<file path="config.mk">
export PLATFORM = sky130hd
export DESIGN_NAME = swr_front
export DESIGN_NICKNAME = d
export VERILOG_FILES = /design/src/hw/rtl/swr_pkg.sv /design/src/hw/rtl/swr_front.sv
export SDC_FILE = /design/constraint.sdc
export NUM_CORES = 1
export LEC_CHECK = 0
export ABC_AREA = 1
export BUFFER_PORTS_ARGS = -buffer_cell sky130_fd_sc_hd__buf_2
export CAP_MARGIN = 20
export CORE_MARGIN = 1
export CORE_UTILIZATION = 28
export DETAILED_ROUTE_END_ITERATION = 12
export PLACE_DENSITY = 0.51
export SYNTH_ARGS = -nofsm -noshare
export SYNTH_HDL_FRONTEND = slang
export SYNTH_SLANG_ARGS = --single-unit
</file>
<file path="constraint.sdc">
create_clock -name i_clk -period 16.76 [get_ports i_clk]
set_clock_uncertainty 0.1 [all_clocks]
set_input_delay 0 -clock i_clk [delete_from_list [all_inputs] [get_ports i_clk]]
set_output_delay 0 -clock i_clk [all_outputs]
set_load 0.05 [all_outputs]
</file>
<file path="src/hw/rtl/swr_pkg.sv">
`default_nettype none

package swr_pkg;

    localparam int COLUMNS = 320;
    localparam int ROWS    = 240;

    localparam int COL_W  = $clog2(COLUMNS);
    localparam int ROW_W  = $clog2(ROWS);
    localparam int SUM_W  = COL_W + 1;
    localparam int DATA_W = 8;
    localparam int COLOR_W = 16;
    localparam int RAW_W  = 16;

    localparam int CMD_DEPTH = 4;
    localparam int CMD_AW    = $clog2(CMD_DEPTH);
    localparam int CMD_CW    = $clog2(CMD_DEPTH + 1);
    localparam int RES_DEPTH = 4;
    localparam int RES_AW    = $clog2(RES_DEPTH);
    localparam int RES_CW    = $clog2(RES_DEPTH + 1);

    localparam int CFG_IDX_W = 2;
    localparam logic [CFG_IDX_W-1:0] CFG_COLOR_A    = 2'd0;
    localparam logic [CFG_IDX_W-1:0] CFG_COLOR_B    = 2'd1;
    localparam logic [CFG_IDX_W-1:0] CFG_COLOR_FILL = 2'd2;
    localparam logic [CFG_IDX_W-1:0] CFG_OFFSET_B   = 2'd3;

    localparam logic FUNC_SAMPLE = 1'b0;
    localparam logic FUNC_PIXEL  = 1'b1;

    localparam logic [COLOR_W-1:0] RST_COLOR_A    = 16'hF800;
    localparam logic [COLOR_W-1:0] RST_COLOR_B    = 16'h07E0;
    localparam logic [COLOR_W-1:0] RST_COLOR_FILL = 16'h0000;
    localparam logic [DATA_W-1:0]  RST_OFFSET_B   = 8'd120;
    localparam logic [DATA_W-1:0]  RST_ROW_A      = 8'd60;
    localparam logic [DATA_W-1:0]  RST_ROW_B      = 8'd180;

    localparam logic [11:0]       RAW_SPAN = 12'd4095;
    localparam logic [6:0]        ROW_SPAN = 7'd100;
    localparam logic [DATA_W-1:0] ROW_BASE = 8'd10;

    typedef struct packed {
        logic              func;
        logic [DATA_W-1:0] row_a;
        logic [DATA_W-1:0] row_b;
    } t_cmd;

    typedef struct packed {
        logic [COLOR_W-1:0] color;
        logic               first;
        logic               last;
    } t_res;

endpackage

`default_nettype wire

</file>
<file path="src/hw/rtl/swr_front.sv">
`default_nettype none

module swr_front
    import swr_pkg::*;
(
    input  wire logic              i_clk,
    input  wire logic              i_rst_n,
    input  wire logic              i_push,
    input  wire logic              i_func,
    input  wire logic [RAW_W-1:0]  i_sample_a,
    input  wire logic [RAW_W-1:0]  i_sample_b,
    input  wire logic [DATA_W-1:0] i_offset_b,
    output logic                   o_full,
    output logic                   o_cmd_valid,
    output t_cmd                   o_cmd,
    input  wire logic              i_cmd_pop
);

    // clamp to the converter window, then row = x*100/4095 + 10
    function automatic logic [DATA_W-1:0] scale_row(input logic [RAW_W-1:0] raw);
        logic [11:0] x;
        logic [18:0] p;
        logic [6:0]  q0;
        logic [12:0] rem;
        logic [6:0]  q;
        if (!raw[15]) begin
            x = '0;
        end else if (raw[14:12] != 3'b000) begin
            x = RAW_SPAN;
        end else begin
            x = raw[11:0];
        end
        p   = 19'(x) * 19'(ROW_SPAN);
        q0  = p[18:12];
        rem = 13'(p[11:0]) + 13'(q0);
        q   = (rem >= 13'(RAW_SPAN)) ? q0 + 7'd1 : q0;
        return DATA_W'(q) + ROW_BASE;
    endfunction

    logic [DATA_W-1:0] w_row_a;
    logic [DATA_W:0]   w_sum_b;
    t_cmd              w_entry;
    logic              w_push_ok;

    t_cmd              r_q [CMD_DEPTH];
    logic [CMD_AW-1:0] r_wr, r_rd;
    logic [CMD_CW-1:0] r_cnt;
    logic [CMD_CW-1:0] n_cnt;

    assign w_row_a = scale_row(i_sample_a);
    assign w_sum_b = (DATA_W+1)'(scale_row(i_sample_b)) + (DATA_W+1)'(i_offset_b);

    always_comb begin
        w_entry.func  = i_func;
        w_entry.row_a = w_row_a;
        w_entry.row_b = w_sum_b[DATA_W] ? '1 : w_sum_b[DATA_W-1:0];
    end

    assign o_full      = (r_cnt == CMD_CW'(CMD_DEPTH));
    assign w_push_ok   = i_push && !o_full;
    assign o_cmd_valid = (r_cnt != '0);
    assign o_cmd       = r_q[r_rd];

    always_comb begin
        n_cnt = r_cnt;
        if (w_push_ok && !(i_cmd_pop && o_cmd_valid)) begin
            n_cnt = r_cnt + CMD_CW'(1);
        end else if (!w_push_ok && i_cmd_pop && o_cmd_valid) begin
            n_cnt = r_cnt - CMD_CW'(1);
        end
    end

    always_ff @(posedge i_clk) begin
        if (w_push_ok) begin
            r_q[r_wr] <= w_entry;
        end
        if (!i_rst_n) begin
            r_wr  <= '0;
            r_rd  <= '0;
            r_cnt <= '0;
        end else begin
            r_cnt <= n_cnt;
            if (w_push_ok) begin
                r_wr <= r_wr + CMD_AW'(1);
            end
            if (i_cmd_pop && o_cmd_valid) begin
                r_rd <= r_rd + CMD_AW'(1);
            end
        end
    end

endmodule

`default_nettype wire

</file>
==> summary.md <==
| Metric | Value |
|---|---|
| Grt ovf | `0` |
| Fillers | `between 2,000 and 3,000` |
| Vias in the first global route | `between 5,000 and 6,000` |
| Worst reg2reg path depth | `9` |
| Hold Path Origin | `i_offset_b[0]` |
| Pins over their slew limit | `0` |
| Final worst slack | `slightly below 10 ns` |
| DRT Pass-1 Iters | `4` |
| Largest net degree at the start of global routing | `36` |
| Crit path DAT | `just under 7 ns` |
| Place WS | `between 9 and 10 ns` |
| Sequential cell area | `about 2200 µm²` |
| Placed cells | `between 1,000 and 1,500` |
| Leak pwr | `0.004133 µW` |
| Asr flop ratio synth | `0%` |
| Fin crit period | `roughly 7 ns` |
| Clock Latency Late Sink | `approximately 0.33 ns` |
| Top post-synthesis cells by area | `edfxtp_1 (29%), ha_1 (19%), inv_1 (9.7%)` |
| Final Setup Violations | `0` |
| Initial Util | `roughly 28%` |
| Outcome | `finished clean` |
| Die X | `161.5 µm` |
| Min-delay worst type | `input pin to register` |
| Critical R2R Launch | `r_cnt[0]$_SDFFE_PN0P_` |
| Area post-placement | `approximately 7800 µm²` |
| Io pins | `64` |
| Critical path fanouts, max | `12` |
| Achievable Freq | `0.1424 GHz` |
| Global-route wire length before repair | `25.29 mm` |
| DRC Markers | `0` |
| Max incr delay on CP | `roughly 0.51 ns` |
| Worst setup path startpoint | `i_sample_b[13]` |
| Primary FF master, synth | `edfxtp_1` |
| Pwr dens | `156.1 nW/µm²` |
| Worst reg2reg path endpoint | `r_cnt[2]$_SDFFE_PN0P_` |
| Gr usage total | `11.91%` |
| Synth unique cells | `40` |
| Cell accounting for the most synthesized area | `edfxtp_1` |
| Slowest CP cell | `fa_1` |
| Postcts setup bufs | `0` |
| Antenna fix cells | `0` |
| Area Overhead vs Synth | `14.38%` |
| RSZ-0062 raised after global routing | `false` |
| Routability-driven placement congestion ratio | `around 0.81` |
| Mapped Cells | `just under 900` |
| Worst vdd ir | `90.76 µV` |
| Syn Area/Cell | `between 8 and 9 µm²` |
| # resized after CTS | `0` |
| Vias/cell | `roughly 4.4` |
| Die height | `between 150 and 200 µm` |
| Largest delay share family, worst path | `adder cells` |
| Critical path buffer and inverter count | `6` |
| Root buf cell | `clkbuf_16` |
| CP required | `16.66 ns` |
| Fin. Hold Viols | `0` |
| Final WL | `~15 mm` |
| Core ar. | `about 25,000 µm²` |
| Worst-Margin Slew | `1.034 ns` |
| Area of the multi-input gates | `roughly 4100 µm²` |
| Fin area | `roughly 8100 µm²` |
| Clock sinks | `77` |
| Full die area | `~26,000 µm²` |
| Hold path depth | `4` |
| Netlist Area Pre-Place | `roughly 7100 µm²` |
| Detail Route Antenna Nets | `0` |
| Max_cap viols | `0` |
| Wire per inst | `around 12 µm` |
| Sum Neg Setup Slack | `0 ns` |
| Cell mode on critical path | `nand2_1` |
| Post-detail-place hpwl | `around 12 mm` |
| R2r setup slk | `14.69 ns` |
| Sequential element share of the synthesized area | `roughly 31%` |
| Most common cell in the netlist | `inv_1` |
| Syn nets | `approximately 1,000` |
| Finished Layout Cells | `1,283` |
| Synth top area share | `28.66%` |
| Clock Tree Buf Depth | `2` |
| Commonest cells post-synth | `inv_1 (185), nand2_1 (151), ha_1 (109), o21ai_0 (72), nor2_1 (69)` |
| Synth Register Bits | `77` |
| Nets@finish | `1,119` |
| Port buffer count | `63` |
| Worst Hold Endpoint | `r_q[1][0]$_DFFE_PP_` |
| Num CTS Buffers | `9` |
| Share of cells above drive strength 1 | `about an eighth` |
| Post-synth EDFFs | `68` |
| Final core occ | `about a third` |
| CTS tree | `yes` |
| CP Class | `input pin to register` |
| Crit path capture type | `register` |
| Slew headroom | `between 30% and 40%` |
| CTS Hold Bufs | `4` |
| Syn. warnings | `0` |
| CP Launch Type | `input pin` |
| Row count | `between 50 and 60` |
| Vias | `5,652` |
| Reg clk slew, reported paths | `~0.060 ns` |
| Crit share post-route | `between 40% and 50%` |
| Antenna violations before repair | `0` |
| DRT iter0 DRCs | `229` |
| # H-tree levels | `3` |
## layer usage
| layer | up-vias | global-route usage (%) | share of wire (%) |
|---|---|---|---|
| li1 | 3001 | - | - |
| met1 | 2542 | 15.71 | 49 |
| met2 | 98 | 20.73 | 47 |
| met3 | 11 | 1.361 | 3.0 |
| met4 | 0 | 2.744 | 0.89 |
| met5 | - | 0 | 0 |
## through the flow
step	total power, µW	hold slack, ns
floorplan	932.0	-0.001131
global placement	1109	0.1339
detailed placement	1111	0.1291
CTS	1287	0.1140
global route	1399	0.1406
finish	1272	0.09983
## report_power, final
group / switching [µW] / internal (µW) / total, µW
Sequential: 14.8 / 312 / 326
Clock: 72.2 / 98.7 / 171
Combinational: 534 / 241 / 775
Total: 621 / 651 / 1270
## worst max-delay path by stage
stage	depth (start not counted)	slack [ns]	endpoint
after detailed placement	38	9.29	r_q[0][3]$_DFFE_PP_
after floorplan	40	10.48	r_q[0][7]$_DFFE_PP_
after global placement	38	9.25	r_q[0][3]$_DFFE_PP_
after global routing	41	8.80	r_q[0][3]$_DFFE_PP_
final	38	9.74	r_q[1][3]$_DFFE_PP_
after CTS	38	9.63	r_q[0][3]$_DFFE_PP_
## worst register-to-register path, cell delays in order (launching register included)
cell     delay, ns
dfxtp_1       0.41
nor3_1        0.10
nor2_1        0.20
inv_1         0.17
nor2_1        0.14
inv_1         0.08
fa_1          0.37
o21ai_0       0.22
o21ai_0       0.10
a21oi_1       0.11
## final cells by class
type	instances	share of cell area, %
timing repair buffer	72	4.821
multi-input combinational	600	50.90
inverter	188	8.660
tap	330	5.067
sequential	77	27.27
clock buffer	9	2.764
clock inverter	7	0.5220
## flip-flops by register name, indices dropped and copies added (netlist names), named ones only
signal	flops
r_rd	2
r_cnt	3
r_q	68
r_wr	2
## cell usage in the layout (no fill, tap or decap), types with 8 or more instances in the layout
master / count
ha_1: 109
nand3_1: 34
nand2_2: 8
o22ai_1: 17
buf_2: 63
xor2_1: 26
nor2_1: 69
nand3_2: 9
inv_1: 185
clkbuf_16: 9
edfxtp_1: 68
o21ai_0: 72
fa_1: 17
a21oi_1: 28
o21bai_1: 8
dfxtp_1: 9
nand2_1: 151
## cells by family (layout without fill, tap and decap cells)
family / after synthesis / after routing / synth area share, %
DFF: 77 / 77 / 31.19
and+or+nand+nor: 301 / 301 / 18.97
buffers and inverters: 201 / 276 / 10.59
adders and majority gates: 126 / 126 / 23.92
xor gates and xnor gates: 34 / 34 / 4.391
AOI/OAI and AO/OA: 139 / 139 / 10.94
Power figures use the tool's default switching activity.
